$ cat config.mk
export PLATFORM = sky130hd
export DESIGN_NAME = layer_rle_run_decoder_core
export DESIGN_NICKNAME = d
export VERILOG_FILES = /design/src/hw/rtl/lrd_pkg.sv /design/src/hw/rtl/layer_rle_run_decoder_core.sv
export SDC_FILE = /design/constraint.sdc
export NUM_CORES = 1
export LEC_CHECK = 0
export ABC_AREA = 0
export BUFFER_PORTS_ARGS = -buffer_cell sky130_fd_sc_hd__clkbuf_2
export CORE_ASPECT_RATIO = 0.6
export CORE_MARGIN = 4
export CORE_UTILIZATION = 60
export CTS_CLUSTER_DIAMETER = 30
export DETAILED_ROUTE_END_ITERATION = 7
export HOLD_SLACK_MARGIN = 0.1
export PLACE_DENSITY_LB_ADDON = 0.15
export SLEW_MARGIN = 15
export SYNTH_ARGS = -nofsm -noshare
export SYNTH_HDL_FRONTEND = slang
export SYNTH_SLANG_ARGS = --single-unit
export TNS_END_PERCENT = 20
$ cat constraint.sdc
create_clock -name clk -period 11.47 [get_ports clk]
set_input_delay 1.147 -clock clk [delete_from_list [all_inputs] [get_ports clk]]
set_output_delay 1.147 -clock clk [all_outputs]
set_load 0.05 [all_outputs]
$ cat src/hw/rtl/lrd_pkg.sv
// Shared types and constants for the layer run-length decoder.
// Used by layer_rle_run_decoder_core and its port checker; no dependencies.
package lrd_pkg;

  // Field widths of the byte stream and of the decoded run.
  localparam int unsigned DATA_W      = 8;
  localparam int unsigned LEN_W       = 28;
  localparam int unsigned ACCUM_W     = 24;
  localparam int unsigned NIBBLE_W    = 4;
  localparam int unsigned COUNT_W     = 3;
  localparam int unsigned OUT_TDATA_W = 40;

  // Grey values forced by black and white tokens.
  localparam logic [DATA_W-1:0] VALUE_BLACK = 8'h00;
  localparam logic [DATA_W-1:0] VALUE_WHITE = 8'hff;

  // Token kinds, from head byte bits 7:6.
  typedef enum logic [1:0] {
    KIND_BLACK = 2'd0,
    KIND_GREY  = 2'd1,
    KIND_DELTA = 2'd2,
    KIND_WHITE = 2'd3
  } token_kind_t;

endpackage

$ cat src/hw/rtl/layer_rle_run_decoder_core.sv
// Layer run-length decoder: one encoded byte in per word, one decoded run out per token.
// Depends on lrd_pkg for field widths and token kind codes.
//
// Usage:
//   Input stream (s_axis_*): one encoded byte per word in tdata[7:0]; tuser is
//   the layer start flag, set on the first byte of a layer. That byte clears
//   the parser and the previous grey value and is taken as a head byte.
//   Output stream (m_axis_*): one word per completed token, grey value in
//   tdata[7:0] and run length in tdata[35:8]; tdata[39:36] read as zero.
//   A run length of zero is passed on like any other run.
// Timing:
//   A byte accepted from the input stream lands in the input register and is
//   parsed against the stored token state; the word of a completed token is
//   loaded from that parse into the result register once it can take a word.
//   One byte is taken per cycle for as long as the receiver keeps up; the
//   parse step is a handful of muxes and one 8-bit add or subtract.
// Stalls and reset:
//   When the receiver holds tready low with a word pending, the parse stage
//   stops and the input register holds one byte, after which s_axis_tready
//   drops. A token cut off mid-stream gives no word and is discarded by the
//   next layer start. Reset empties both registers and clears the parser.
module layer_rle_run_decoder_core
  import lrd_pkg::*;
(
  input  logic                   clk,
  input  logic                   rst,
  // Input stream
  input  logic                   s_axis_tvalid,
  output logic                   s_axis_tready,
  input  logic [DATA_W-1:0]      s_axis_tdata,   // [7:0] data_byte
  input  logic                   s_axis_tuser,   // [0] layer_start
  // Output stream
  output logic                   m_axis_tvalid,
  input  logic                   m_axis_tready,
  output logic [OUT_TDATA_W-1:0] m_axis_tdata    // [7:0] pixel_value, [35:8] run_length
);

  // Input register
  logic              in_valid;
  logic [DATA_W-1:0] in_byte;
  logic              in_start;

  // Parser state
  logic [COUNT_W-1:0]  bytes_expected, bytes_expected_next;
  token_kind_t         token_kind, token_kind_next;
  logic [1:0]          length_form, length_form_next;
  logic [NIBBLE_W-1:0] head_nibble, head_nibble_next;
  logic [DATA_W-1:0]   current_value, current_value_next;
  logic [ACCUM_W-1:0]  run_accum, run_accum_next;
  logic                awaiting_grey, awaiting_grey_next;

  // Result register
  logic [DATA_W-1:0] pixel_value;
  logic [LEN_W-1:0]  run_length;

  // Parse step outputs
  logic              token_done;
  logic [DATA_W-1:0] result_value;
  logic [LEN_W-1:0]  result_length;

  logic out_free;
  logic advance;

  // The parse stage moves whenever the result register can take a word.
  assign out_free      = !m_axis_tvalid || m_axis_tready;
  assign advance       = in_valid && out_free;
  assign s_axis_tready = !in_valid || advance;

  // Input register load.
  always_ff @(posedge clk) begin
    if (rst) begin
      in_valid <= 1'b0;
    end else if (s_axis_tready) begin
      in_valid <= s_axis_tvalid;
    end
  end

  always_ff @(posedge clk) begin
    if (s_axis_tvalid && s_axis_tready) begin
      in_byte  <= s_axis_tdata;
      in_start <= s_axis_tuser;
    end
  end

  // One byte of parsing: update token state and finish the token if complete.
  always_comb begin
    logic [COUNT_W-1:0]  be;
    logic [DATA_W-1:0]   cur;
    logic [ACCUM_W-1:0]  acc;
    logic                aw;
    logic [COUNT_W-1:0]  grey_extra;

    // A layer start clears the parser before the byte is taken.
    be  = in_start ? '0 : bytes_expected;
    cur = in_start ? '0 : current_value;
    acc = in_start ? '0 : run_accum;
    aw  = in_start ? 1'b0 : awaiting_grey;

    token_kind_next     = in_start ? KIND_BLACK : token_kind;
    length_form_next    = in_start ? 2'd0 : length_form;
    head_nibble_next    = in_start ? '0 : head_nibble;
    current_value_next  = cur;
    run_accum_next      = acc;
    awaiting_grey_next  = aw;
    bytes_expected_next = be;
    grey_extra          = '0;

    if (be == '0) begin
      // Head byte: kind, length form and low nibble.
      token_kind_next  = token_kind_t'(in_byte[7:6]);
      length_form_next = in_byte[5:4];
      head_nibble_next = in_byte[3:0];
      run_accum_next   = '0;
      if (token_kind_t'(in_byte[7:6]) == KIND_DELTA) begin
        bytes_expected_next = {{(COUNT_W-1){1'b0}}, in_byte[4]};
        awaiting_grey_next  = 1'b0;
      end else begin
        awaiting_grey_next  = (token_kind_t'(in_byte[7:6]) == KIND_GREY);
        grey_extra          = {{(COUNT_W-1){1'b0}}, awaiting_grey_next};
        bytes_expected_next = {1'b0, in_byte[5:4]} + grey_extra;
      end
    end else begin
      // Further byte: the explicit grey value, else a length byte.
      if (aw) begin
        current_value_next = in_byte;
        awaiting_grey_next = 1'b0;
      end else begin
        run_accum_next = {acc[ACCUM_W-DATA_W-1:0], in_byte};
      end
      bytes_expected_next = be - COUNT_W'(1);
    end

    token_done = (bytes_expected_next == '0);

    // Value and length of a completed token.
    if (token_kind_next == KIND_DELTA) begin
      result_length = length_form_next[0] ?
                      {{(LEN_W-DATA_W){1'b0}}, run_accum_next[DATA_W-1:0]} :
                      LEN_W'(1);
      if (length_form_next[1]) begin
        result_value = current_value_next - {{(DATA_W-NIBBLE_W){1'b0}}, head_nibble_next};
      end else begin
        result_value = current_value_next + {{(DATA_W-NIBBLE_W){1'b0}}, head_nibble_next};
      end
    end else begin
      result_length = {run_accum_next, head_nibble_next};
      case (token_kind_next)
        KIND_BLACK: result_value = VALUE_BLACK;
        KIND_WHITE: result_value = VALUE_WHITE;
        default:    result_value = current_value_next;
      endcase
    end

    if (token_done) begin
      current_value_next = result_value;
    end
  end

  // Parser state register.
  always_ff @(posedge clk) begin
    if (rst) begin
      bytes_expected <= '0;
      token_kind     <= KIND_BLACK;
      length_form    <= '0;
      head_nibble    <= '0;
      current_value  <= '0;
      run_accum      <= '0;
      awaiting_grey  <= 1'b0;
    end else if (advance) begin
      bytes_expected <= bytes_expected_next;
      token_kind     <= token_kind_next;
      length_form    <= length_form_next;
      head_nibble    <= head_nibble_next;
      current_value  <= current_value_next;
      run_accum      <= run_accum_next;
      awaiting_grey  <= awaiting_grey_next;
    end
  end

  // Result register.
  always_ff @(posedge clk) begin
    if (rst) begin
      m_axis_tvalid <= 1'b0;
    end else if (out_free) begin
      m_axis_tvalid <= advance && token_done;
    end
  end

  always_ff @(posedge clk) begin
    if (advance && token_done) begin
      pixel_value <= result_value;
      run_length  <= result_length;
    end
  end

  assign m_axis_tdata = {{(OUT_TDATA_W-LEN_W-DATA_W){1'b0}}, run_length, pixel_value};

endmodule

==> insert_results.sql, run 1 <==
INSERT INTO impl_metrics (metric_group, metric, value, unit) VALUES
('setup_path', 'cp-start-kind', 'register', ''),
('grt', 'met2_usage', '31.1', '%'),
('cells_and_area', 'n_antenna_cell', '0', ''),
('yosys', 'syn-instance-count', '448', ''),
('yosys', 'synth_edf_count', '45', ''),
('setup_path', 'worst_path_largest_cell_delay', '0.87', 'ns'),
('timing', 'final_critical_path_time_including_i_o_delays_and_setup', '5.11', 'ns'),
('setup_path', 'timing.critical_path.arrival', '5.34', 'ns'),
('yosys', 'asyncSetResetFlopFracSynth', '0', '%'),
('clock_network', 'clock_tree.htree_level_count', '3', ''),
('floorplan', 'ioPinCount', '55', ''),
('timing', 'worst_slew_margin_rel', '28.1', '%'),
('yosys', 'synth_commonest_cells', '74 x sky130_fd_sc_hd__nor2_1, 46 x sky130_fd_sc_hd__dfxtp_1, 45 x sky130_fd_sc_hd__edfxtp_1', ''),
('grt', 'grt_first_pass_wirelength', '16.4', 'mm'),
('timing', 'slew_viol_final', '0', ''),
('setup_path', 'worst-r2r-cell-count', '15', ''),
('setup_path', 'crit_path_start', 'in_start', ''),
('drt', 'drtAntennaViolNets', '0', ''),
('drt', 'remaining_drc_errors', '0', ''),
('timing', 'rsz0062_at_grt', 'false', ''),
('clock_network', 'buffers_from_clock_root_to_sink_at_most', '2', ''),
('timing', 'final_skew', '0.00840', 'ns'),
('setup_path', 'worst_ep_required_time', '11.71', 'ns'),
('timing', 'final_setup_margin', '6.36', 'ns'),
('yosys', 'yosys_most_used_dff', 'sky130_fd_sc_hd__dfxtp_1', ''),
('setup_path', 'path_class', 'reg -> reg', ''),
('grt', 'use_met1', '36.9', '%'),
('timing', 'max_slew.worst_pin.slew', '1.08', 'ns'),
('placement', 'placement.setup.worst_slack', '6.46', 'ns'),
('grt', 'grt_start_max_net_pins', '47', ''),
('grt', 'gr-usage-all-layers', '23.9', '%'),
('timing', 'fmaxAchievable', '196', 'MHz'),
('yosys', 'ys_seq_area_share', '50.4', '%'),
('outcome', 'run_status', 'completed', ''),
('setup_path', 'critical_path.most_common_cell', 'sky130_fd_sc_hd__ha_1', ''),
('clock_network', 'tritoncts', 'done', ''),
('floorplan', 'die_h', '75.2', 'um'),
('timing', 'final_min_period_over_clock_period', '44.5', '%'),
('setup_path', 'cp_slowest_cell', 'sky130_fd_sc_hd__ha_1', ''),
('setup_path', 'timing.critical_path.cells', 'nand2b_1 > ha_1 > ha_1 > nor3b_1 > a21oi_1 > ha_1 > o21a_1 > inv_1 > ha_1 > nor2b_1 > o31a_1 > a221oi_1 > xnor2_1 > a211o_1 > a311oi_2', ''),
('floorplan', 'fp.dieW', '120', 'um'),
('floorplan', 'initial_utilization', '61.8', '%'),
('floorplan', 'num_rows', '24', ''),
('drt', 'drt_first_iter_violations', '281', ''),
('drt', 'postRouteWirelength', '10.4', 'mm'),
('setup_path', 'timing.critical_path.fanout_max', '34', ''),
('setup_path', 'critPathCaptureType', 'register', ''),
('yosys', 'synth_largest_type_area_fraction', '30.0', '%'),
('power', 'static_leakage_power', '1.90', 'nW'),
('yosys', 'netlist_area', '4510', 'um2'),
('setup_path', 'worstSetupEndpoint', 'current_value[7]', ''),
('setup_path', 'r2r_end', 'current_value[7]', ''),
('grt', 'grt_pass1_vias', '3099', ''),
('clock_network', 'post_cts_gate_resize_count', '0', ''),
('clock_network', 'clock_latency', '0.35', 'ns'),
('cells_and_area', 'layout-area-overhead-vs-synth', '13.8', '%'),
('drt', 'routed-via-count', '3548', ''),
('yosys', 'post_synth_main_area_contributors', 'sky130_fd_sc_hd__edfxtp_1 30%, sky130_fd_sc_hd__dfxtp_1 20%, sky130_fd_sc_hd__mux2i_1 7.3%, sky130_fd_sc_hd__nor2_1 6.2%, sky130_fd_sc_hd__ha_1 4.2%', ''),
('min_path', 'min-delay-path-class', 'reg -> reg', ''),
('yosys', 'synth_cell_types', '52', ''),
('grt', 'grt_overflow', '0', ''),
('clock_network', 'post_cts_buffers', '0', ''),
('drt', 'detailedRoute.firstPassIterationCount', '5', ''),
('power', 'pwr_density_cell', '164', 'nW/um2'),
('yosys', 'synthMostInstantiatedCell', 'sky130_fd_sc_hd__nor2_1', ''),
('setup_path', 'reg2reg_from', 'in_start', ''),
('power', 'worst_ir_drop_on_vdd', '0.107', 'mV'),
('yosys', 'ys_warn_count', '0', ''),
('grt', 'grt-busiest-layer', 'met1', ''),
('drt', 'viasPerCell', '5.98', ''),
('clock_network', 'root_buffer', 'sky130_fd_sc_hd__clkbuf_16', '');
metal layers:
layer  share of wire [%]  vias to the layer above
met1                  51                     1667
li1                    -                     1703
met2                  38                      167
met3                  10                       11
met5                   0                        -
met4                 1.1                        0
metrics by stage:
stage	util [%]	hold slack, ns	area, um2	cells	power (mW)
2_1_floorplan	-	0.437	4520	451	0.481
3_3_place_gp	65.8	0.450	4800	578	0.513
3_5_place_dp	65.8	0.455	4800	578	0.514
4_1_cts	70.3	0.464	5130	593	0.842
5_1_grt	70.3	0.485	5130	593	0.871
6_report	70.3	0.463	5130	593	0.840
power by group:
part | switching [mW] | total, mW | internal [mW]
clock network | 0.118 | 0.330 | 0.211
registers | 0.00972 | 0.367 | 0.357
logic | 0.0990 | 0.144 | 0.0448
total | 0.227 | 0.840 | 0.613
cell families (layout without fill, tap and decap cells):
family | after synthesis | count (layout) | synth area share (%)
muxes | 34 | 34 | 7.82
buffers and inverters | 45 | 83 | 4.36
and+or+nand+nor | 152 | 152 | 15.7
adders and majority gates | 16 | 16 | 4.61
xor gates and xnor gates | 3 | 3 | 0.583
AOI/OAI and AO/OA | 106 | 106 | 16.5
DFF | 91 | 91 | 50.4
other | 1 | 4 | 0.0832
flip-flops by register name (all words and copies together) (netlist names):
register and count:
awaiting_grey 1, bytes_expected 3, current_value 8, head_nibble 4
in_byte 8, in_start 1, in_valid 1, length_form 2
m_axis_tvalid 1, pixel_value 8, run_accum 24, run_length 28
token_kind 2
area by class of cell:
class,instances,area (um2)
clock buffer,10,229
clock inverter,5,103
fill,524,2170
inverter,13,48.8
multi-input combinational,315,2060
sequential,91,2270
tap,104,130
timing repair buffer,55,288
how the worst min path moves through the flow:
stage | to | slack, ns | cells after the start
after global placement | token_kind[1] | 0.45 | 2
final | token_kind[1] | 0.46 | 2
after detailed placement | token_kind[1] | 0.46 | 2
after floorplan | bytes_expected[0] | 0.44 | 2
after global routing | token_kind[1] | 0.48 | 2
after CTS | token_kind[1] | 0.46 | 2
placed cells by master (no fill, tap or decap), drive strengths merged, types with 5 or more instances in the layout:
cell,netlist,layout
nor2b,7,7
nor2,74,74
nand2,26,26
ha,15,15
nand2b,8,8
dfxtp,46,46
o21ai,9,9
and2,5,5
buf,11,5
a21oi,22,22
a22oi,22,22
edfxtp,45,45
a211oi,20,20
clkbuf,21,60
mux2i,34,34
inv,13,13
nor3,9,9
worst max-delay path: cells and delay by family (launching register included):
kind | cells | cell delay [ns]
xor+xnor | 1 | 0.15
simple gates | 3 | 0.47
compound gates | 6 | 1.90
buf+inv | 1 | 0.07
flops | 1 | 0.85
fa+ha+maj | 4 | 1.55
No activity file was read; power rests on OpenSTA's default activity.
==> run 2, diff against run 1 <==
- CORE_UTILIZATION: 60 -> 58
- clock period: 11.47 -> 4.7 ns (I/O delays scaled with it)
==> run 2 against run 1 <==
Worst hold slack got worse by 0.15 ns. Via count is 0.39% higher. Non-clock buffer count rose by 5. Clock power up 130%. Maximum frequency is 18% higher. Final area up 0.32%. Sequential cell count is the same. Register-to-register slack got worse by 6.0 ns. Cell count increased by 1.0%. Combinational power increased to 2.5 times the previous value. Sequential share of layout area down 0.14 points. Clock-buffer cell count up 1. Critical path type unchanged. Largest power group unchanged.
==> insert_results.sql, run 2 (same netlist as run 1, synthesis figures left out) <==
INSERT INTO impl_metrics (metric_group, metric, value, unit) VALUES
('min_path', 'min-delay-path-class', 'in -> reg', ''),
('power', 'pwr_density_cell', '389', 'nW/um2'),
('timing', 'slew_viol_final', '0', ''),
('cells_and_area', 'nets', '519', ''),
('floorplan', 'fp.dieW', '122', 'um'),
('timing', 'fin_tns_setup', '0', 'ns'),
('drt', 'detailedRoute.firstPassIterationCount', '4', ''),
('cells_and_area', 'registers.top_by_ff_count', 'run_length', ''),
('setup_path', 'worst_ep_required_time', '4.94', 'ns'),
('placement', 'gp_congestion', '0.979', ''),
('setup_path', 'worst-r2r-cell-count', '16', ''),
('cells_and_area', 'layout-area-overhead-vs-synth', '14.1', '%'),
('drt', 'remaining_drc_errors', '0', ''),
('clock_network', 'post_cts_gate_resize_count', '0', ''),
('grt', 'antenna_found_initial', '0', ''),
('power', 'static_leakage_power', '1.91', 'nW'),
('grt', 'gr-usage-all-layers', '23.6', '%'),
('grt', 'grt_start_max_net_pins', '47', ''),
('floorplan', 'core_ar', '7420', 'um2'),
('timing', 'worst_slew_margin_rel', '31.6', '%'),
('timing', 'final_setup_margin', '0.388', 'ns'),
('timing', 'rsz0062_at_grt', 'false', ''),
('floorplan', 'die_h', '76.3', 'um'),
('setup_path', 'critPathCaptureType', 'register', ''),
('cells_and_area', 'post_layout_nonfiller_instances', '599', ''),
('drt', 'viasPerCell', '5.95', ''),
('setup_path', 'cp-start-kind', 'register', ''),
('cells_and_area', 'drive_above_1_share', '16.4', '%'),
('timing', 'final_critical_path_time_including_i_o_delays_and_setup', '4.31', 'ns'),
('clock_network', 'clock_tree.htree_level_count', '3', ''),
('clock_network', 'root_buffer', 'sky130_fd_sc_hd__clkbuf_16', ''),
('cells_and_area', 'n_antenna_cell', '0', ''),
('cells_and_area', 'most-common-layout-cells', '73 x sky130_fd_sc_hd__nor2_1, 50 x sky130_fd_sc_hd__clkbuf_2, 46 x sky130_fd_sc_hd__dfxtp_1, 45 x sky130_fd_sc_hd__edfxtp_1, 33 x sky130_fd_sc_hd__mux2i_1', ''),
('placement', 'dp.cells', '583', ''),
('grt', 'grt_pass1_vias', '3169', ''),
('placement', 'number_of_port_buffers', '50', ''),
('grt', 'grt_first_pass_wirelength', '17.0', 'mm'),
('drt', 'average_wire_per_cell_in_the_routed_design', '17.6', 'um'),
('floorplan', 'num_rows', '24', ''),
('clock_network', 'clock_latency', '0.34', 'ns'),
('drt', 'routed-via-count', '3562', ''),
('clock_network', 'cts_inserted_buffers', '9', ''),
('timing', 'final_skew', '0.0110', 'ns'),
('min_path', 'min_path_cells', '1', ''),
('setup_path', 'timing.critical_path.fanout_max', '12', ''),
('cells_and_area', 'largest_registers', 'run_length x28, run_accum x24', ''),
('floorplan', 'initial_utilization', '60.8', '%'),
('outcome', 'run_status', 'completed', ''),
('clock_network', 'worst_setup_hold_path_clk_slew', '0.06', 'ns'),
('timing', 'max_slew.worst_pin.slew', '1.03', 'ns'),
('cells_and_area', 'mostFrequentLayoutCell', 'sky130_fd_sc_hd__nor2_1', ''),
('min_path', 'min_from', 's_axis_tdata[5]', ''),
('clock_network', 'post_cts_buffers', '0', ''),
('flow_run', 'cap_violations', '0', ''),
('timing', 'finalSetupViolations', '0', ''),
('clock_network', 'tritoncts', 'done', ''),
('setup_path', 'reg2reg_from', 'in_start', ''),
('setup_path', 'path_class', 'reg -> reg', ''),
('cells_and_area', 'largest_reg_flops', '28', ''),
('setup_path', 'crit_path_start', 'in_start', ''),
('drt', 'drt_first_iter_violations', '290', ''),
('timing', 'fmaxAchievable', '232', 'MHz'),
('power', 'worst_ir_drop_on_vdd', '0.251', 'mV'),
('timing', 'timing_hold_violations_final', '0', ''),
('grt', 'grt_overflow', '0', ''),
('drt', 'postRouteWirelength', '10.5', 'mm'),
('floorplan', 'ioPinCount', '55', ''),
('cells_and_area', 'filler_cell_count', '588', ''),
('clock_network', 'cts.hold.buffers_added', '0', ''),
('floorplan', 'die_area', '9300', 'um2'),
('clock_network', 'buffers_from_clock_root_to_sink_at_most', '2', ''),
('setup_path', 'timing.critical_path.arrival', '4.55', 'ns'),
('placement', 'placement.setup.worst_slack', '0.477', 'ns'),
('timing', 'final_min_period_over_clock_period', '91.7', '%'),
('placement', 'hpwlAfterDp', '7.40', 'mm'),
('clock_network', 'clkSinkCount', '91', ''),
('drt', 'drtAntennaViolNets', '0', '');
## run 2: cell types whose count changed in the layout (fill, tap and decap cells not counted)
cell,previous run,this run
sky130_fd_sc_hd__bufinv_16,3,2
sky130_fd_sc_hd__clkinv_2,0,1
sky130_fd_sc_hd__buf_4,5,10
sky130_fd_sc_hd__clkbuf_1,1,2
## run 2: worst paths after layout
| kind | slack [ns] | end |
|---|---|---|
| worst max register to register | 0.39 | current_value[7] |
| worst min register to register | 0.48 | token_kind[1] |
| worst min-delay path | 0.31 | in_byte[5] |
| worst max-delay path | 0.39 | current_value[7] |
## run 2: through the flow
stage	area, um2	total power, mW	utilization (%)	hold slack (ns)
after floorplan	4520	1.17	-	0.437
after global placement	4840	1.26	65.2	0.456
after detailed placement	4840	1.26	65.2	0.461
after CTS	5150	2.01	69.4	0.302
after global routing	5150	2.09	69.4	0.296
final	5150	2.00	69.4	0.310
## run 2: routing by layer
metal	GRT usage [%]	part of all wire [%]
met1	37.6	49
met2	30.9	39
met3	7.42	11
met4	4.81	0.88
met5	0	0
## run 2: cell type report
class                   count  area [um2]  share of cell area (%)
inverters                  13        48.8                   0.948
repair buffers             60         325                    6.32
multi-input cells         315        2060                    40.0
well taps                 104         130                    2.53
flip-flops and latches     91        2270                    44.2
clock buffers              11         233                    4.52
clock inverters             5        77.6                    1.51
## run 2: critical path, stage by stage, from the launching register on
cell,delay (ns)
sky130_fd_sc_hd__edfxtp_1,0.51
sky130_fd_sc_hd__nand2b_1,0.17
sky130_fd_sc_hd__ha_1,0.16
sky130_fd_sc_hd__ha_1,0.38
sky130_fd_sc_hd__buf_4,0.23
sky130_fd_sc_hd__nor3b_1,0.06
sky130_fd_sc_hd__a21oi_1,0.33
sky130_fd_sc_hd__ha_1,0.31
sky130_fd_sc_hd__o21a_1,0.22
sky130_fd_sc_hd__inv_1,0.06
sky130_fd_sc_hd__ha_1,0.21
sky130_fd_sc_hd__nor2b_1,0.15
sky130_fd_sc_hd__o31a_1,0.31
sky130_fd_sc_hd__a221oi_1,0.40
sky130_fd_sc_hd__xnor2_1,0.16
sky130_fd_sc_hd__a211o_1,0.32
sky130_fd_sc_hd__a311oi_2,0.23
## run 2: where the power goes
group / switching (mW) / internal [mW]
logic: 0.247 / 0.113
registers: 0.0215 / 0.872
clock network: 0.284 / 0.464
==> run 3, diff against run 2 <==
- CORE_MARGIN: 4 -> 2
- CORE_UTILIZATION: 58 -> 39
- RECOVER_POWER: default -> 25
==> run 3 against run 2 <==
Worst hold slack got worse by 0.0065 ns. Final area rose by 0.44%. Critical path type unchanged. Utilization fell by 24 points. Die area rose by 34%. Largest power group unchanged. Via count fell by 0.45%. First-iteration DRC count rose by 19%. Clock power fell by 4.1%. The run now ends with max-capacitance violations, max-slew violations left. Cell count rose by 9.3%. Clock-buffer cell count did not move. Setup slack improved by 0.047 ns. Sequential power barely moved. Sequential share of layout area fell by 0.19 points.
==> insert_results.sql, run 3 (same netlist as run 1, synthesis figures left out) <==
INSERT INTO impl_metrics (metric_group, metric, value, unit) VALUES
('outcome', 'run_status', 'complete, but fails checks', ''),
('outcome', 'failed_checks', 'max-capacitance violations, max-slew violations', ''),
('placement', 'number_of_port_buffers', '50', ''),
('clock_network', 'cts_inserted_buffers', '9', ''),
('power', 'internal_power', '1.41', 'mW'),
('setup_path', 'worst-r2r-cell-count', '15', ''),
('placement', 'gp_congestion', '0.827', ''),
('setup_path', 'worst_path_largest_cell_delay', '0.51', 'ns'),
('drt', 'drt_first_iter_violations', '346', ''),
('clock_network', 'root_buffer', 'sky130_fd_sc_hd__clkbuf_16', ''),
('setup_path', 'timing.critical_path.arrival', '4.50', 'ns'),
('cells_and_area', 'largest_reg_flops', '28', ''),
('cells_and_area', 'nets', '519', ''),
('setup_path', 'cp.buffers_inverters', '0', ''),
('clock_network', 'cts.hold.buffers_added', '0', ''),
('power', 'p_seq_share', '45.3', '%'),
('cells_and_area', 'drive_above_1_share', '11.3', '%'),
('setup_path', 'timing.critical_path.cells', 'nand2b_1 > ha_1 > ha_1 > nor3b_1 > a21oi_1 > and3_1 > ha_1 > o21ai_0 > ha_1 > o21a_1 > o31a_1 > a221oi_1 > xnor2_1 > a211o_1 > a311oi_2', ''),
('timing', 'rsz0062_at_grt', 'false', ''),
('drt', 'average_wire_per_cell_in_the_routed_design', '17.5', 'um'),
('setup_path', 'timing.critical_path.fanout_max', '17', ''),
('flow_run', 'cap_violations', '1', ''),
('cells_and_area', 'largest_registers', 'run_length x28, run_accum x24', ''),
('floorplan', 'num_rows', '30', ''),
('timing', 'fmaxAchievable', '234', 'MHz'),
('timing', 'worst_slew_margin_rel', '-51.4', '%'),
('power', 'swShare', '28.6', '%'),
('clock_network', 'clock_latency', '0.34', 'ns'),
('setup_path', 'cp_slowest_cell', 'sky130_fd_sc_hd__edfxtp_1', ''),
('timing', 'final_skew', '0.00779', 'ns'),
('drt', 'viasPerCell', '5.41', ''),
('cells_and_area', 'filler_cell_count', '1095', ''),
('floorplan', 'die_h', '87.3', 'um'),
('setup_path', 'timing.reg2reg.setup_slack', '0.44', 'ns'),
('floorplan', 'initial_utilization', '39.9', '%'),
('placement', 'hpwlAfterDp', '8.00', 'mm'),
('cells_and_area', 'layout-area-overhead-vs-synth', '14.6', '%'),
('timing', 'final_critical_path_time_including_i_o_delays_and_setup', '4.26', 'ns'),
('timing', 'slew_viol_final', '47', ''),
('drt', 'routed-via-count', '3546', ''),
('power', 'static_leakage_power', '1.84', 'nW'),
('timing', 'timing_hold_violations_final', '0', ''),
('min_path', 'worst_hold_path.endpoint', 'in_byte[1]', ''),
('cells_and_area', 'n_antenna_cell', '0', ''),
('cells_and_area', 'most-common-layout-cells', '73 x sky130_fd_sc_hd__nor2_1, 46 x sky130_fd_sc_hd__dfxtp_1, 45 x sky130_fd_sc_hd__edfxtp_1, 33 x sky130_fd_sc_hd__mux2i_1', ''),
('cells_and_area', 'post_layout_nonfiller_instances', '655', ''),
('timing', 'max_slew.worst_pin.slew', '2.27', 'ns'),
('setup_path', 'worst_ep_required_time', '4.93', 'ns'),
('cells_and_area', 'mostFrequentLayoutCell', 'sky130_fd_sc_hd__nor2_1', ''),
('clock_network', 'tritoncts', 'done', ''),
('power', 'p_sw', '0.564', 'mW'),
('floorplan', 'die_area', '12500', 'um2'),
('setup_path', 'worst_path_dominant_cell_family', 'compound AO/OA/AOI/OAI gates', ''),
('grt', 'grt_first_pass_wirelength', '18.2', 'mm'),
('clock_network', 'clkSinkCount', '91', ''),
('grt', 'antenna_found_initial', '0', ''),
('drt', 'remaining_drc_errors', '0', ''),
('cells_and_area', 'final-seq-area', '2270', 'um2'),
('floorplan', 'ioPinCount', '55', ''),
('setup_path', 'path_class', 'reg -> reg', ''),
('grt', 'grt_pass1_vias', '3215', ''),
('drt', 'drtAntennaViolNets', '0', ''),
('power', 'total_power', '1.97', 'mW'),
('floorplan', 'core_ar', '11300', 'um2'),
('power', 'worst_ir_drop_on_vdd', '0.190', 'mV'),
('grt', 'grt_start_max_net_pins', '47', ''),
('setup_path', 'critical_path.most_common_cell', 'sky130_fd_sc_hd__ha_1', ''),
('power', 'pwr-share-comb', '18.3', '%'),
('timing', 'finalSetupViolations', '0', ''),
('min_path', 'min-delay-path-class', 'in -> reg', ''),
('clock_network', 'worst_setup_hold_path_clk_slew', '0.07', 'ns'),
('floorplan', 'fp.dieW', '143', 'um'),
('timing', 'final_min_period_over_clock_period', '90.7', '%'),
('min_path', 'min_path_cells', '1', ''),
('grt', 'gr-usage-all-layers', '19.5', '%'),
('placement', 'dp.cells', '639', ''),
('grt', 'grt_overflow', '0', ''),
('setup_path', 'critPathCaptureType', 'register', ''),
('power', 'pwr_density_cell', '381', 'nW/um2'),
('cells_and_area', 'multi_input_area', '2060', 'um2'),
('clock_network', 'post_cts_gate_resize_count', '0', ''),
('setup_path', 'reg2reg_from', 'in_start', ''),
('drt', 'detailedRoute.firstPassIterationCount', '5', ''),
('drt', 'postRouteWirelength', '11.4', 'mm'),
('setup_path', 'r2r_end', 'current_value[7]', ''),
('min_path', 'min_from', 's_axis_tdata[1]', ''),
('power', 'clkPwrFrac', '36.4', '%'),
('clock_network', 'buffers_from_clock_root_to_sink_at_most', '2', ''),
('timing', 'fin_tns_setup', '0', 'ns'),
('clock_network', 'clock_tree.htree_level_count', '3', ''),
('clock_network', 'post_cts_buffers', '0', ''),
('setup_path', 'cp-start-kind', 'register', ''),
('timing', 'final.hold.worst_slack', '0.303', 'ns'),
('cells_and_area', 'registers.top_by_ff_count', 'run_length', '');
## run 3: per-layer routing
metal,track usage [%],up-vias,wire (um)
met1,32.9,1688,6270
met2,24.4,144,4220
met3,4.23,9,866
li1,-,1705,-
met4,3.78,0,73
met5,0,-,0
## run 3: worst reg2reg max path: cells and delay by family, from the launching register on
kind            cells  cell delay [ns]
xor+xnor            1             0.15
fa+ha+maj           4             1.16
compound gates      7             1.48
simple gates        3             0.85
flops               1             0.51
## run 3: power by group through the flow
| stage | Sequential [mW] | Combinational, mW | Clock, mW |
|---|---|---|---|
| 3_3_place_gp | 0.909 | 0.355 | 0 |
| 4_1_cts | 0.892 | 0.360 | 0.737 |
| 2_1_floorplan | 0.952 | 0.221 | 0 |
| 5_1_grt | 0.896 | 0.397 | 0.767 |
| 3_5_place_dp | 0.909 | 0.357 | 0 |
| 6_report | 0.893 | 0.361 | 0.717 |
## run 3: worst max-delay path by stage
stage / to / depth (start not counted) / slack, ns / start
after floorplan: current_value[7] / 18 / 0.40 / in_start
after global placement: current_value[7] / 15 / 0.70 / in_start
after detailed placement: current_value[7] / 15 / 0.46 / in_start
after CTS: current_value[7] / 15 / 0.44 / in_start
after global routing: current_value[7] / 15 / 0.04 / in_start
final: current_value[7] / 15 / 0.44 / in_start
## run 3: metrics by stage
stage          utilization (%)  area, um2  setup slack, ns
2_1_floorplan                -       4520            0.397
3_3_place_gp              43.4       4910            0.703
3_5_place_dp              43.4       4910            0.455
4_1_cts                   46.0       5200            0.442
5_1_grt                   45.7       5170           0.0404
6_report                  45.7       5170            0.435
## run 3: final cells by class
| cell class | count | area share, % |
|---|---|---|
| well taps | 160 | 3.87 |
| flip-flops and latches | 91 | 44.0 |
| clock inverters | 5 | 0.992 |
| repair buffers | 60 | 5.69 |
| multi-input cells | 315 | 39.8 |
| clock buffers | 11 | 4.70 |
| inverters | 13 | 0.944 |
